==> src/rtl/ppr_pkg.sv <==
// shared types and constants for the predictive pixel residual coder
package ppr_pkg;

  localparam int CFG_DIM_W   = 13;
  localparam int CFG_IDX_W   = 2;
  localparam int BITCOUNT_W  = 30;
  localparam int QUEUE_DEPTH = 4;

  localparam logic [CFG_IDX_W-1:0] CFG_MODE   = 2'd0;
  localparam logic [CFG_IDX_W-1:0] CFG_WIDTH  = 2'd1;
  localparam logic [CFG_IDX_W-1:0] CFG_HEIGHT = 2'd2;

  localparam logic [1:0] MODE_AVG     = 2'd0;
  localparam logic [1:0] MODE_PLANAR  = 2'd1;
  localparam logic [1:0] MODE_MED     = 2'd2;
  localparam logic [1:0] MODE_AVG_ALT = 2'd3;

  localparam logic [7:0] RES_ZERO = 8'd128;

  typedef enum logic [1:0] {
    CLS_FIRST = 2'd0,
    CLS_ROW0  = 2'd1,
    CLS_COL0  = 2'd2,
    CLS_INNER = 2'd3
  } cls_t;

  typedef struct packed {
    logic [7:0] red;
    logic [7:0] green;
    logic [7:0] blue;
  } pix_t;

  typedef struct packed {
    logic [7:0]            res_red;
    logic [7:0]            res_green;
    logic [7:0]            res_blue;
    logic                  frame_end;
    logic [BITCOUNT_W-1:0] bit_count;
  } res_t;

  typedef struct packed {
    logic [1:0]           mode;
    logic [CFG_DIM_W-1:0] width;
    logic [CFG_DIM_W-1:0] height;
  } cfg_t;

  typedef struct packed {
    pix_t cur;
    pix_t ul;
    pix_t up;
    pix_t left;
    cls_t cls;
    logic last;
  } job_t;

endpackage

==> src/rtl/ppr_queue.sv <==
// short job queue between front and back end
module ppr_queue (
  input  logic          clk,
  input  logic          rst_n,
  input  logic          push,
  input  ppr_pkg::job_t push_job,
  output logic          full,
  input  logic          pop,
  output logic          q_valid,
  output ppr_pkg::job_t head
);

  localparam int DEPTH = ppr_pkg::QUEUE_DEPTH;
  localparam int PTR_W = $clog2(DEPTH);

  ppr_pkg::job_t    slot_r [DEPTH];
  logic [PTR_W-1:0] wr_ptr_r;
  logic [PTR_W-1:0] rd_ptr_r;
  logic [PTR_W:0]   count_r;

  assign full    = count_r == (PTR_W+1)'(DEPTH);
  assign q_valid = count_r != '0;
  assign head    = slot_r[rd_ptr_r];

  always_ff @(posedge clk) begin
    if (push) begin
      slot_r[wr_ptr_r] <= push_job;
    end
  end

  always_ff @(posedge clk) begin
    if (!rst_n) begin
      wr_ptr_r <= '0;
      rd_ptr_r <= '0;
      count_r  <= '0;
    end else begin
      if (push) begin
        wr_ptr_r <= PTR_W'(wr_ptr_r + 1'b1);
      end
      if (pop) begin
        rd_ptr_r <= PTR_W'(rd_ptr_r + 1'b1);
      end
      if (push && !pop) begin
        count_r <= count_r + 1'b1;
      end else if (pop && !push) begin
        count_r <= count_r - 1'b1;
      end
    end
  end

endmodule

==> config.mk <==
export PLATFORM = sky130hd
export DESIGN_NAME = ppr_queue
export DESIGN_NICKNAME = d
export VERILOG_FILES = /design/src/rtl/ppr_pkg.sv /design/src/rtl/ppr_queue.sv
export SDC_FILE = /design/constraint.sdc
export NUM_CORES = 1
export LEC_CHECK = 0
export BUFFER_PORTS_ARGS = -buffer_cell sky130_fd_sc_hd__buf_2
export CORE_MARGIN = 2
export CORE_UTILIZATION = 53
export CTS_BUF_LIST = sky130_fd_sc_hd__clkbuf_2 sky130_fd_sc_hd__clkbuf_4 sky130_fd_sc_hd__clkbuf_8
export DETAILED_ROUTE_END_ITERATION = 16
export PLACE_DENSITY = 0.77
export SLEW_MARGIN = 20
export SYNTH_ARGS = -nofsm -noshare
export SYNTH_HDL_FRONTEND = slang
export SYNTH_SLANG_ARGS = --single-unit
==> constraint.sdc <==
create_clock -name clk -period 3.3 [get_ports clk]
set_input_delay 0.33 -clock clk [delete_from_list [all_inputs] [get_ports clk]]
set_output_delay 0.33 -clock clk [all_outputs]
set_load 0.05 [all_outputs]
==> results of run 1 <==
## critical path, stage by stage (launching register included)
cell and delay [ps]:
dfxtp_4 750, buf_4 360, mux4_2 550, buf_2 230
## how the worst min path moves through the flow
stage / from / endpoint / slack (ps)
5_1_grt: rst_n / wr_ptr_r[1] / 20
6_report: rst_n / wr_ptr_r[0] / 60
3_5_place_dp: count_r[2] / count_r[2] / 550
3_3_place_gp: count_r[2] / count_r[2] / 480
4_1_cts: rst_n / wr_ptr_r[0] / 20
2_1_floorplan: push_job[0] / slot_r[0][0] / 430
## layout by cell type (no fill, tap or decap), types with 3 or more instances in the layout
cell type      netlist  final
edfxtp_1           396    396
buf_2               10    203
mux4_2              99     99
dlygate4sd3_1        0     99
clkbuf_8             0     66
clkinv_1             0     19
clkinv_2             0     10
clkbuf_4             0     10
buf_4                1      9
dfxtp_1              9      7
buf_12               0      7
bufinv_16            0      6
and2_1               9      5
ha_1                 5      5
inv_1                4      4
and2_4               0      4
xor2_1               3      3
clkinvlp_4           0      3
## cell families (layout without fill, tap and decap cells)
kind of cell             after synthesis  in the layout  share of synthesized area [%]
XOR/XNOR                               5              5                          0.298
AO/OA/AOI/OAI                          2              2                         0.0851
adder cells (fa/ha/maj)                6              6                          0.562
buffers and inverters                 26            436                          0.979
other                                  0              1                              0
multiplexers                         101            101                           15.3
AND/OR/NAND/NOR                       15             15                          0.630
flip-flops                           405            405                           82.1
## per-layer routing
layer	global-route usage [%]	wire [um]	share of wire [%]
met5	0	0	0
met4	7.58	726	2.5
met3	4.79	1770	6.0
met2	36.6	15600	53
met1	25.0	11200	38
## stage by stage
step                setup slack (ps)  instance area [um2]  util [%]  power [uW]  std cells
floorplan                       1.83                14700         -        7330        560
global placement                1030                16300      60.1        7730       1129
detailed placement              1010                16300      60.1        7780       1129
CTS                              352                18600      68.5       12100       1342
global route                     272                18600      68.5       12500       1342
finish                           483                18600      68.5       12000       1343
## synth_stat cells, types with 3 or more instances
| cell type | count | share of area [%] |
|---|---|---|
| and2_1 | 9 | 0.38 |
| edfxtp_1 | 396 | 81 |
| buf_2 | 10 | 0.34 |
| inv_1 | 4 | 0.10 |
| ha_1 | 5 | 0.43 |
| xor2_1 | 3 | 0.18 |
| dfxtp_1 | 9 | 1.2 |
| mux4_2 | 99 | 15 |
| clkbuf_1 | 8 | 0.20 |
## sequential cells by signal (all words and copies together) (netlist names), named ones only
register  cells
slot_r      396
count_r       3
rd_ptr_r      2
wr_ptr_r      2
## power breakdown
| group | internal (uW) | total (uW) | switching [uW] |
|---|---|---|---|
| Clock | 2430 | 4260 | 1840 |
| Combinational | 582 | 1750 | 1170 |
| Sequential | 5910 | 6000 | 93.4 |
## final cells by class
| type | instances | area, um2 |
|---|---|---|
| well taps | 372 | 465 |
| clock buffers | 76 | 983 |
| clock inverters | 38 | 324 |
| repair buffers | 318 | 2210 |
| diodes | 1 | 2.50 |
| flip-flops and latches | 405 | 12100 |
| multi-input cells | 129 | 2490 |
| inverters | 4 | 15.0 |
| fillers | 1662 | 8530 |
==> key figures, run 1 <==
Clocking
  • Root Buffer: clkbuf_8
  • Clock latency on the worst-skew pair: roughly 580 ps
  • PostCTS Resize Cnt: 0
  • Htree depth: 2
  • Longest Clk Path Bufs: 3
  • Quantity of hold-fixing buffers added after cts: 99
  • Clock-pin slew on the worst setup and hold paths: 70 ps
  • Total CTS buffers: 60
  • CTS tree: built
  • Clock sinks: between 400 and 500
  • Total setup buffers inserted after CTS: 0

STA
  • Hold Vio Cnt, Final: 0
  • Period minus WS final: around 2800 ps
  • Fmax: between 0.3 and 0.4 GHz
  • Clock skew: 24.1 ps
  • Unrepaired setup endpoints after global routing: no
  • Max-slew violations: 0
  • Setup violators final: 0
  • Max_slew headroom: 51.0%
  • Worst slew pin tran: approximately 730 ps
  • Hold WS: approximately 57 ps
  • Setup TNS Final: 0 ps
  • Final critical-path share of the clock period: a little under nine tenths

Routing
  • Antenna violation net count after detailed routing: 0
  • DR pass1 iterations: 5
  • Via-to-Cell Ratio: 5.33
  • Initial DRC count: 579
  • Total Routed Length: between 20000 and 30000 um
  • Drt wl/cell: 21.8 um
  • DRC: 0
  • Via Count: between 7000 and 8000

Worst setup path
  • WS Path Type: reg -> out
  • Critical Path RT: just under 3000 ps
  • Arrival @ worst endpoint: 2490 ps
  • Crit Path Max Fanout: 30
  • R2r setup slk: between 1000 and 1500 ps
  • CP startpoint kind: flip-flop
  • Crit end category: primary output
  • Reg2Reg Depth: 4
  • Worst reg2reg path startpoint: wr_ptr_r[0]
  • Crit path capture: head[91]
  • R2R Path End: slot_r[2][81]

Synth
  • Async SR Flop Fraction: 0%
  • Synth warn: 0
  • Post-Syn Area: around 0.015 mm2
  • Mapped Cells: 560
  • Syn avg cell area: ~26 um2
  • Syn_nets: about 670
  • Distinct cells, synth: 21
  • Main synth FF type: edfxtp_1
  • Sequential area share after synthesis: slightly above 80%
  • EDFF count, synth: 396
  • Register bit count reported by yosys: roughly 400

Final layout
  • Share of cells above drive strength 1: a little over two fifths
  • Synth-to-Final Area Change: 26.4%
  • Nets: between 1000 and 1500

Power and ir drop
  • VDD IR max: about 510 uV
  • Pwr/cell area: about 650 mW/mm2
  • Leak: about 0.0064 uW

Status
  • Outcome: finished clean

Floorplan
  • I/O pins: just over 200
  • Full die area: between 0.02 and 0.03 mm2
  • Core footprint: between 0.02 and 0.03 mm2
  • Std cell rows: 60
  • Die Y: 171 um
  • Die W: roughly 170 um
  • Initial core utilization: between 50% and 60%

Min path
  • Hold Crit Depth: 2
  • Hold Crit Class: in -> reg

Global route
  • Vias in the first global route: between 8000 and 9000
  • Total Routing Usage GR: about a fifth
  • Initial antenna violation count: 1
  • Gr ovfl total: 0
  • Largest net degree at the start of global routing: 60
  • First-pass GRT wire length: between 40000 and 50000 um

Placed design
  • Routability cong.: between 0.7 and 0.8
  • PortBufs: between 200 and 250
  • DP HPWL: about 17000 um

Run
  • Max-Cap Viols: 0
No activity file was read; power rests on OpenSTA's default activity.
==> run 2: changes to the inputs <==
Settings changed: MAX_ROUTING_LAYER set to met4, PLACE_DENSITY 0.77 to not set, PLACE_DENSITY_LB_ADDON set to 0.05.
==> key figures, run 2 (synthesis results as in run 1) <==
Clocking
  • Clock-pin slew on the worst setup and hold paths: 60 ps (was 70 ps)
  • CTS tree: built (unchanged)
  • Quantity of hold-fixing buffers added after cts: 99 (unchanged)
  • Total CTS buffers: 67 (was 60)
  • Root Buffer: clkbuf_8 (unchanged)
  • Total setup buffers inserted after CTS: 0 (unchanged)
  • Clock sinks: 405 (unchanged)
  • PostCTS Resize Cnt: 0 (unchanged)
  • Htree depth: 3 (was 2)
  • Longest Clk Path Bufs: 3 (unchanged)
  • Clock latency on the worst-skew pair: 550 ps (was 580 ps)

Power and ir drop
  • Clock share of power: 34.5% (was 35.5%)
  • Psw: 3100 uW (about the same)
  • Cell Int Power: 8720 uW (was 8920 uW)
  • Switching Share: 26.2% (was 25.8%)
  • Leak: 0.00637 uW (was 0.00639 uW)
  • Seq pwr share: 50.7% (was 49.9%)
  • VDD IR max: 465 uV (was 505 uV)
  • Combinational power share: 14.8% (was 14.6%)
  • Pwr/cell area: 638 mW/mm2 (was 647 mW/mm2)

Min path
  • Hold Crit Class: in -> reg (unchanged)
  • Hold Crit Depth: 2 (unchanged)

STA
  • Clock skew: 15.9 ps (was 24.1 ps)
  • Max-slew violations: 0 (unchanged)
  • Max_slew headroom: 48.9% (was 51.0%)
  • Hold WS: 73.3 ps (was 56.9 ps)
  • Hold Vio Cnt, Final: 0 (unchanged)
  • Fmax: 0.358 GHz (was 0.355 GHz)
  • Worst slew pin tran: 766 ps (was 735 ps)
  • Setup violators final: 0 (unchanged)
  • Setup TNS Final: 0 ps (unchanged)
  • Final critical-path share of the clock period: 84.7% (was 85.4%)
  • Period minus WS final: 2790 ps (was 2820 ps)
  • Unrepaired setup endpoints after global routing: no (unchanged)

Final layout
  • Share of cells above drive strength 1: 43.8% (was 43.2%)
  • Largest register by flop count: slot_r (unchanged)
  • Regs by FF count: slot_r x396, count_r x3 (unchanged)
  • Commonest non-fill, non-tap cells in the layout: edfxtp_1 (396), buf_2 (203), mux4_2 (99), dlygate4sd3_1 (99), clkbuf_8 (68) (was edfxtp_1 (396), buf_2 (203), mux4_2 (99), dlygate4sd3_1 (99), clkbuf_8 (66))
  • Nets: 1033 (was 1027)
  • Largest register FFs: 396 (unchanged)
  • Synth-to-Final Area Change: 26.0% (was 26.4%)
  • Commonest non-fill, non-tap cell in the layout: edfxtp_1 (unchanged)

Routing
  • DRC: 0 (unchanged)
  • Drt wl/cell: 20.8 um (was 21.8 um)
  • Initial DRC count: 507 (was 579)
  • Via Count: 7114 (was 7164)
  • DR pass1 iterations: 4 (was 5)
  • Antenna violation net count after detailed routing: 0 (unchanged)
  • Via-to-Cell Ratio: 5.29 (was 5.33)
  • Total Routed Length: 27900 um (was 29300 um)

Placed design
  • PortBufs: 203 (unchanged)
  • DP HPWL: 16200 um (was 16600 um)
  • Routability cong.: 0.747 (was 0.750)

Worst setup path
  • Critical Path RT: 2970 ps (about the same)
  • Reg2Reg Depth: 3 (was 4)
  • Crit end category: primary output (unchanged)
  • Crit Path Max Fanout: 28 (was 30)
  • WS Path Type: reg -> out (unchanged)
  • Arrival @ worst endpoint: 2460 ps (was 2490 ps)
  • CP startpoint kind: flip-flop (unchanged)

Floorplan
  • Full die area: 0.0291 mm2 (unchanged)
  • Std cell rows: 60 (unchanged)
  • Die W: 171 um (unchanged)
  • Initial core utilization: 54.2% (unchanged)
  • I/O pins: 204 (unchanged)
  • Die Y: 171 um (unchanged)
  • Core footprint: 0.0271 mm2 (unchanged)

Global route
  • Total Routing Usage GR: 20.2% (was 20.7%)
  • GRT met1 Usage: 25.0% (about the same)
  • Vias in the first global route: 7821 (was 8078)
  • GR peak layer: met2 (unchanged)
  • Gr ovfl total: 0 (unchanged)
  • First-pass GRT wire length: 42400 um (was 44800 um)
  • Largest net degree at the start of global routing: 59 (was 60)
  • Global-route met2 utilization: 33.3% (was 36.6%)
  • Met3 Usage GRT: 5.11% (was 4.79%)
  • Initial antenna violation count: 1 (unchanged)

Status
  • Outcome: finished clean (unchanged)

Run
  • Max-Cap Viols: 0 (unchanged)
[run 2: stage by stage]
step | setup slack [ps] | power (uW) | utilization (%) | cells | area (um2)
2_1_floorplan | 1.83 | 7330 | - | 560 | 14700
3_3_place_gp | 1030 | 7740 | 60.1 | 1128 | 16300
3_5_place_dp | 1020 | 7780 | 60.1 | 1128 | 16300
4_1_cts | 412 | 12000 | 68.3 | 1344 | 18500
5_1_grt | 328 | 12300 | 68.3 | 1345 | 18500
6_report | 505 | 11800 | 68.3 | 1345 | 18500
[run 2: critical path, stage by stage, from the launching register on]
cell,delay (ps)
dfxtp_4,760
buf_4,380
mux4_2,540
buf_2,230
[run 2: metal layers]
metal  share of wire (%)  vias up
met5                   0        -
met4                 1.4        0
met3                 5.9       37
met2                  52      213
met1                  41     3717
li1                    -     3147
[run 2: final timing paths]
check               from       endpoint  slack (ps)
max reg2reg  wr_ptr_r[0]  slot_r[3][39]        1330
max            flip-flop       head[28]         510
min                rst_n    rd_ptr_r[0]          70
min reg2reg   count_r[2]     count_r[2]         520
[run 2: final cells by class]
cell class	count	area, um2
Clock buffer	95	1140
Antenna cell	1	2.50
Inverter	4	15.0
Timing Repair Buffer	317	2220
Clock inverter	22	109
Sequential cell	405	12100
Multi-Input combinational cell	129	2490
Tap cell	372	465
Fill cell	1769	8580
[run 2: power by group through the flow]
stage	Clock (uW)	Sequential (uW)	Combinational [uW]
2_1_floorplan	0	6080	1250
3_3_place_gp	0	6080	1660
3_5_place_dp	0	6100	1680
4_1_cts	4200	5990	1780
5_1_grt	4430	6010	1850
6_report	4070	5990	1750
