==> config.mk <==
export PLATFORM = sky130hd
export DESIGN_NAME = ppr_back
export DESIGN_NICKNAME = d
export VERILOG_FILES = /design/src/rtl/ppr_pkg.sv /design/src/rtl/ppr_back.sv
export SDC_FILE = /design/constraint.sdc
export NUM_CORES = 2
export LEC_CHECK = 0
export BUFFER_PORTS_ARGS = -buffer_cell sky130_fd_sc_hd__buf_2
export CORE_UTILIZATION = 60
export CTS_BUF_LIST = sky130_fd_sc_hd__clkbuf_8
export DETAILED_ROUTE_END_ITERATION = 8
export PLACE_DENSITY = 0.82
export SYNTH_ARGS = -nofsm -noshare
export SYNTH_HDL_FRONTEND = slang
export SYNTH_SLANG_ARGS = --single-unit
==> constraint.sdc <==
create_clock -name clk -period 9.9 [get_ports clk]
set_input_delay 0.99 -clock clk [delete_from_list [all_inputs] [get_ports clk]]
set_output_delay 0.99 -clock clk [all_outputs]
set_load 0.01 [all_outputs]
==> src/rtl/ppr_pkg.sv <==
// shared types and constants for the predictive pixel residual coder
package ppr_pkg;

  localparam int CFG_DIM_W   = 13;
  localparam int CFG_IDX_W   = 2;
  localparam int BITCOUNT_W  = 30;
  localparam int QUEUE_DEPTH = 4;

  localparam logic [CFG_IDX_W-1:0] CFG_MODE   = 2'd0;
  localparam logic [CFG_IDX_W-1:0] CFG_WIDTH  = 2'd1;
  localparam logic [CFG_IDX_W-1:0] CFG_HEIGHT = 2'd2;

  localparam logic [1:0] MODE_AVG     = 2'd0;
  localparam logic [1:0] MODE_PLANAR  = 2'd1;
  localparam logic [1:0] MODE_MED     = 2'd2;
  localparam logic [1:0] MODE_AVG_ALT = 2'd3;

  localparam logic [7:0] RES_ZERO = 8'd128;

  typedef enum logic [1:0] {
    CLS_FIRST = 2'd0,
    CLS_ROW0  = 2'd1,
    CLS_COL0  = 2'd2,
    CLS_INNER = 2'd3
  } cls_t;

  typedef struct packed {
    logic [7:0] red;
    logic [7:0] green;
    logic [7:0] blue;
  } pix_t;

  typedef struct packed {
    logic [7:0]            res_red;
    logic [7:0]            res_green;
    logic [7:0]            res_blue;
    logic                  frame_end;
    logic [BITCOUNT_W-1:0] bit_count;
  } res_t;

  typedef struct packed {
    logic [1:0]           mode;
    logic [CFG_DIM_W-1:0] width;
    logic [CFG_DIM_W-1:0] height;
  } cfg_t;

  typedef struct packed {
    pix_t cur;
    pix_t ul;
    pix_t up;
    pix_t left;
    cls_t cls;
    logic last;
  } job_t;

endpackage

==> src/rtl/ppr_back.sv <==
// back end: residuals, run tracking and bitstream size
module ppr_back #(
  parameter int MAX_WIDTH  = 4096,
  parameter int MAX_HEIGHT = 4096
) (
  input  logic          clk,
  input  logic          rst_n,
  input  logic [1:0]    mode,
  input  logic          q_valid,
  input  ppr_pkg::job_t head,
  output logic          pop,
  output logic          out_valid,
  input  logic          out_stall,
  output ppr_pkg::res_t out_data
);

  localparam int RUN_W = $clog2(MAX_WIDTH * MAX_HEIGHT) + 1;
  localparam int LB_W  = $clog2(RUN_W + 1);
  localparam int FAC_W = $clog2(24 + RUN_W + 1);
  localparam int PRD_W = RUN_W + FAC_W + 1;

  function automatic logic [7:0] resid(logic [7:0] p, logic [7:0] a, logic [7:0] b,
                                       logic [7:0] c, ppr_pkg::cls_t cls,
                                       logic [1:0] md);
    logic signed [10:0] sa;
    logic signed [10:0] sb;
    logic signed [10:0] sc;
    logic signed [10:0] lo;
    logic signed [10:0] hi;
    logic signed [10:0] pred;
    logic signed [10:0] r;
    logic [7:0]         res;
    sa = $signed({3'b000, a});
    sb = $signed({3'b000, b});
    sc = $signed({3'b000, c});
    lo = (sb < sc) ? sb : sc;
    hi = (sb < sc) ? sc : sb;
    unique case (md)
      ppr_pkg::MODE_PLANAR: pred = sb + sc - sa;
      ppr_pkg::MODE_MED: begin
        priority if (sa >= hi) begin
          pred = lo;
        end else if (sa <= lo) begin
          pred = hi;
        end else begin
          pred = sb + sc - sa;
        end
      end
      ppr_pkg::MODE_AVG,
      ppr_pkg::MODE_AVG_ALT: pred = (sb + sc) >>> 1;
    endcase
    unique case (cls)
      ppr_pkg::CLS_ROW0:  pred = sc;
      ppr_pkg::CLS_COL0:  pred = sb;
      ppr_pkg::CLS_FIRST,
      ppr_pkg::CLS_INNER: pred = pred;
    endcase
    r = $signed({3'b000, p}) - pred + 11'sd128;
    priority if (r < 11'sd0) begin
      res = 8'd0;
    end else if (r > 11'sd255) begin
      res = 8'd255;
    end else begin
      res = r[7:0];
    end
    if (cls == ppr_pkg::CLS_FIRST) begin
      res = p;
    end
    return res;
  endfunction

  logic adv;

  // stage 1: residuals
  logic          s1_valid_r;
  ppr_pkg::pix_t s1_res_r;
  logic          s1_flat_r;
  logic          s1_first_r;
  logic          s1_last_r;
  ppr_pkg::pix_t res_nxt;

  // stage 2: run counters
  logic             s2_valid_r;
  ppr_pkg::pix_t    s2_res_r;
  logic             s2_last_r;
  logic [RUN_W-1:0] s2_longest_r;
  logic [RUN_W-1:0] s2_tokens_r;

  // stage 3: length bits
  logic             s3_valid_r;
  ppr_pkg::pix_t    s3_res_r;
  logic             s3_last_r;
  logic [RUN_W-1:0] s3_tokens_r;
  logic [LB_W-1:0]  s3_lbits_r;

  logic             o_valid_r;
  ppr_pkg::res_t    o_data_r;

  logic [RUN_W-1:0] cur_run_r;
  logic [RUN_W-1:0] longest_r;
  logic [RUN_W-1:0] token_run_r;
  logic [RUN_W-1:0] token_cnt_r;
  logic [RUN_W-1:0] cur_run_nxt;
  logic [RUN_W-1:0] longest_nxt;
  logic [RUN_W-1:0] token_run_nxt;
  logic [RUN_W-1:0] token_cnt_nxt;
  logic [RUN_W-1:0] longest_fin;
  logic [RUN_W-1:0] tokens_fin;

  logic [RUN_W-1:0] lb_vec;
  logic [LB_W-1:0]  lbits_nxt;
  logic [FAC_W-1:0] factor;
  logic [PRD_W-1:0] product;

  assign adv       = !o_valid_r || !out_stall;
  assign pop       = adv && q_valid;
  assign out_valid = o_valid_r;
  assign out_data  = o_data_r;

  assign res_nxt.red   = resid(head.cur.red, head.ul.red, head.up.red, head.left.red,
                               head.cls, mode);
  assign res_nxt.green = resid(head.cur.green, head.ul.green, head.up.green,
                               head.left.green, head.cls, mode);
  assign res_nxt.blue  = resid(head.cur.blue, head.ul.blue, head.up.blue, head.left.blue,
                               head.cls, mode);

  always_comb begin
    cur_run_nxt   = cur_run_r;
    longest_nxt   = longest_r;
    token_run_nxt = token_run_r;
    token_cnt_nxt = token_cnt_r;
    if (s1_flat_r) begin
      cur_run_nxt = RUN_W'(cur_run_r + 1'b1);
    end else begin
      if (cur_run_r > longest_r) begin
        longest_nxt = cur_run_r;
      end
      cur_run_nxt = '0;
    end
    if (!s1_first_r) begin
      if (s1_flat_r) begin
        token_run_nxt = RUN_W'(token_run_r + 1'b1);
      end else begin
        token_cnt_nxt = RUN_W'(token_cnt_r + 1'b1);
        token_run_nxt = '0;
      end
    end
    longest_fin = (cur_run_nxt > longest_nxt) ? cur_run_nxt : longest_nxt;
    tokens_fin  = RUN_W'(token_cnt_nxt + RUN_W'(token_run_nxt != '0));
  end

  // ceil log2 of the longest run, zero for runs of zero or one
  always_comb begin
    lb_vec    = RUN_W'(s2_longest_r - 1'b1);
    lbits_nxt = '0;
    for (int i = 0; i < RUN_W; i++) begin
      if (lb_vec[i]) begin
        lbits_nxt = LB_W'(i + 1);
      end
    end
    if (s2_longest_r <= RUN_W'(1)) begin
      lbits_nxt = '0;
    end
  end

  assign factor  = FAC_W'(24) + FAC_W'(s3_lbits_r);
  assign product = PRD_W'(s3_tokens_r) * PRD_W'(factor) + PRD_W'(6);

  always_ff @(posedge clk) begin
    if (adv) begin
      s1_res_r   <= res_nxt;
      s1_flat_r  <= res_nxt.red == ppr_pkg::RES_ZERO && res_nxt.green == ppr_pkg::RES_ZERO
                    && res_nxt.blue == ppr_pkg::RES_ZERO;
      s1_first_r <= head.cls == ppr_pkg::CLS_FIRST;
      s1_last_r  <= head.last;

      s2_res_r     <= s1_res_r;
      s2_last_r    <= s1_last_r;
      s2_longest_r <= longest_fin;
      s2_tokens_r  <= tokens_fin;

      s3_res_r    <= s2_res_r;
      s3_last_r   <= s2_last_r;
      s3_tokens_r <= s2_tokens_r;
      s3_lbits_r  <= lbits_nxt;

      o_data_r.res_red   <= s3_res_r.red;
      o_data_r.res_green <= s3_res_r.green;
      o_data_r.res_blue  <= s3_res_r.blue;
      o_data_r.frame_end <= s3_last_r;
      o_data_r.bit_count <= s3_last_r ? ppr_pkg::BITCOUNT_W'(product) : '0;
    end
  end

  always_ff @(posedge clk) begin
    if (!rst_n) begin
      s1_valid_r  <= 1'b0;
      s2_valid_r  <= 1'b0;
      s3_valid_r  <= 1'b0;
      o_valid_r   <= 1'b0;
      cur_run_r   <= '0;
      longest_r   <= '0;
      token_run_r <= '0;
      token_cnt_r <= '0;
    end else if (adv) begin
      s1_valid_r <= q_valid;
      s2_valid_r <= s1_valid_r;
      s3_valid_r <= s2_valid_r;
      o_valid_r  <= s3_valid_r;
      if (s1_valid_r) begin
        if (s1_last_r) begin
          cur_run_r   <= '0;
          longest_r   <= '0;
          token_run_r <= '0;
          token_cnt_r <= '0;
        end else begin
          cur_run_r   <= cur_run_nxt;
          longest_r   <= longest_nxt;
          token_run_r <= token_run_nxt;
          token_cnt_r <= token_cnt_nxt;
        end
      end
    end
  end

endmodule

==> results.md <==
- TritonRoute pass-1 iters: 6
- Busiest layer in global routing: met2
- Crit path max fanout: 18
- Max Buffers Root-to-Sink: 3
- Via density: 6.17
- Synthesized net count: 3626
- Skew final: 0.0302 ns
- Met1 usage: 38.6%
- Hold Violations, Final: 0
- Setup TNS Final: 0 ns
- Post-CTS sizing: 0
- # hold bufs at CTS: 0
- R2R cell count: 18
- DP Area: 29400 µm²
- CTS buffer count: 50
- Leading area contributor after synthesis: edfxtp_1
- Fin cells: between 3000 and 4000
- Dpl cells: 3782
- Min-Delay Path Class: reg2reg
- Worst Path Required: 10.32 ns
- Worst R2R End: out_data[29]
- Peak VDD IR: 0.118 mV
- Cell count after synthesis: 3122
- Core Area: between 40000 and 50000 µm²
- Synth cell types: 93
- Lkg Pwr: about 0.014 µW
- Design Area, Final: 30600 µm²
- Clk root buf: clkbuf_8
- Antenna violations before repair: 4
- Reg-to-Reg Start: s3_lbits_r[3]
- Row Count: 78
- Clock power frac: 28.5%
- Sw Pwr: 1500 µW
- Syn-to-layout area delta: 8.80%
- Int Pwr: about 3000 µW
- Worst skew pair latency: just over 0.6 ns
- Main synth FF type: edfxtp_1
- Port Buffers: approximately 160
- Die span in y: 219 µm
- Final WL: 71900 µm
- Slowest-stage cell, CP: o22ai_1
- Starting Density: 61.5%
- Drt initial violations: 1821
- Period minus WS final: 8.04 ns
- Crit path launch: head[4]
- Pwr/cell area: around 150 nW/µm²
- Seq cells post-synth: 316
- Crit-path max cell delay: 0.80 ns
- Slew Viols, Final: 0
- Post-synth EDFFs: 212
- Die W: about 220 µm
- Remaining Overflow, GRT: 0
- M2 GR Usage: 52.8%
- First-pass GRT wire length: 118000 µm
- Ports: between 150 and 200
- Sink Count: 316
- Power share of the combinational group: 32.2%
- Kind of critical path: in2reg
- Post-DP HPWL: between 50000 and 60000 µm
- Share of layout cells above drive strength 1: 9.56%
- RSZ-0062 raised after global routing: no
- CTS tree: built
- Post-CTS Setup Bufs: 0
- Vias in the first global route: 23860
- CTS H-tree lvls: 2
- End of the critical path: s1_flat_r
- DRC violations left: 0
- Status: complete, no violations
- Worst Tran Pin Value: 1.12 ns
- Max-cap violations: 0
- Post-DRT Antenna Nets: 0
- Synthesis Warnings: 0
- Proportion of power drawn by flip-flops and latches: 39.4%
- CP Launch Type: input port
- Placer congestion estimate: 0.952
- Cell mode on critical path: ha_1
- Met3 Usage GRT: 3.90%
- Sw Ratio: between 30% and 40%
- Largest net degree at the start of global routing: 105
- Crit. End Element: register
- Final Cycle Share: between 80% and 90%
- Max Freq: 0.124 GHz
- Rel. slew slack: 25.3%
- Top-count cell post-synth: ha_1
- R2r setup slk: 2.65 ns
- Post-DR wirelength/cell: 18.5 µm
- Tot GR Track Use: 30.3%
- Sequential area share after synthesis: a little under a third
- Die area: 47800 µm²
- Synth top area cells: edfxtp_1 23%, ha_1 13%, dfxtp_1 7.4%, fa_1 7.2%, nand2_1 3.8%
- Syn_area_per_cell: 9.01 µm²
- Syn Std Cell Area: 28100 µm²
- Layout Nets: 3738
- Top post-synthesis cells by count: 298 x ha_1, 282 x nand2_1, 276 x inv_1, 212 x edfxtp_1, 187 x a21oi_1
- Critical path arrival: between 8 and 9 ns
- Setup-failing EPs final: 0
- Asr flop ratio synth: 0%
- Post-synth top area share: 22.6%
- CTS clk-pin slew, worst paths: 0.06 ns
- DR vias: around 24000
==> cells in the final DEF, fill, tap and decap left out, drive strengths merged, types with 10 or more instances in the layout <==
cell type	count
o211ai	17
or2	14
a221oi	11
or4	11
o41ai	10
o21ai	163
a211oi	26
mux2i	88
edfxtp	212
a22oi	39
and4	11
clkinv	19
nor4	30
a31oi	26
nand4	36
xnor2	83
buf	182
o21a	36
dfxtp	104
and3	30
o22ai	13
ha	298
clkbuf	57
nor3	59
a21o	47
xor2	70
fa	101
nor2b	102
and2	75
inv	284
o21bai	14
o31ai	24
nand2	282
a21boi	43
or3	20
mux2	11
nand3	66
nor2	172
nand2b	70
a21oi	187
==> registers in the layout, summed over array words and instances (netlist names), 5 cells and up <==
register      flops
longest_r        25
token_run_r      25
out_data         55
cur_run_r        25
s2_tokens_r      25
token_cnt_r      25
s3_lbits_r        5
s3_tokens_r      25
s3_res_r         24
s1_res_r         24
s2_longest_r     25
s2_res_r         24
==> per-layer routing <==
metal / vias up / share of wire (%)
met3: 173 / 6.3
met2: 884 / 48
met1: 11438 / 43
li1: 11396 / -
met4: 8 / 3.0
met5: - / 0.070
==> critical path: cells and delay by family <==
kind,cells,cell delay [ns]
compound gates,13,4.21
fa+ha+maj,4,1.28
simple gates,7,1.42
buf+inv,2,0.21
mux,1,0.31
==> power by group through the flow <==
stage	Sequential, µW	Clock (µW)	Combinational (µW)
final	1780	1290	1450
after global routing	1800	1360	1600
after CTS	1780	1310	1430
after detailed placement	1810	0	1420
after global placement	1800	0	1380
after floorplan	1810	0	980
==> worst min path at each step <==
| stage | slack (ns) | depth (start not counted) | to | startpoint |
|---|---|---|---|---|
| 3_5_place_dp | 0.40 | 0 | out_data[32] | s3_res_r[1] |
| 4_1_cts | 0.40 | 0 | s3_tokens_r[12] | s2_tokens_r[12] |
| 6_report | 0.40 | 0 | s3_tokens_r[1] | s2_tokens_r[1] |
| 2_1_floorplan | 0.40 | 0 | out_data[31] | s3_res_r[0] |
| 5_1_grt | 0.42 | 0 | s3_tokens_r[12] | s2_tokens_r[12] |
| 3_3_place_gp | 0.40 | 0 | s3_tokens_r[13] | s2_tokens_r[13] |
==> cell families after synthesis <==
group                    Yosys count  share of synthesized area [%]
AND/OR/NAND/NOR                 1009                           18.4
multiplexers                      99                           3.58
adder cells (fa/ha/maj)          399                           20.4
flip-flops                       316                           30.0
XOR/XNOR                         153                           4.76
AO/OA/AOI/OAI                    746                           17.5
buffers and inverters            400                           5.35
==> metrics by stage <==
stage	power [µW]	hold WS, ns	utilization [%]	worst slack [ns]
final	4520	0.397	66.9	1.86
after detailed placement	3230	0.405	64.3	1.29
after global placement	3180	0.400	64.3	1.48
after CTS	4530	0.396	66.9	1.89
after global routing	4770	0.416	66.9	1.38
after floorplan	2790	0.400	-	1.96
==> final cells by class <==
cell class / instances / area (µm²)
antenna: 1 / 2.50
timing repair buffer: 182 / 963
multi-input combinational: 2406 / 18200
inverter: 278 / 1040
clock buffer: 57 / 785
fill: 3614 / 15200
tap: 600 / 751
clock inverter: 36 / 389
sequential: 316 / 8450
(Power assumes the default switching activity.)
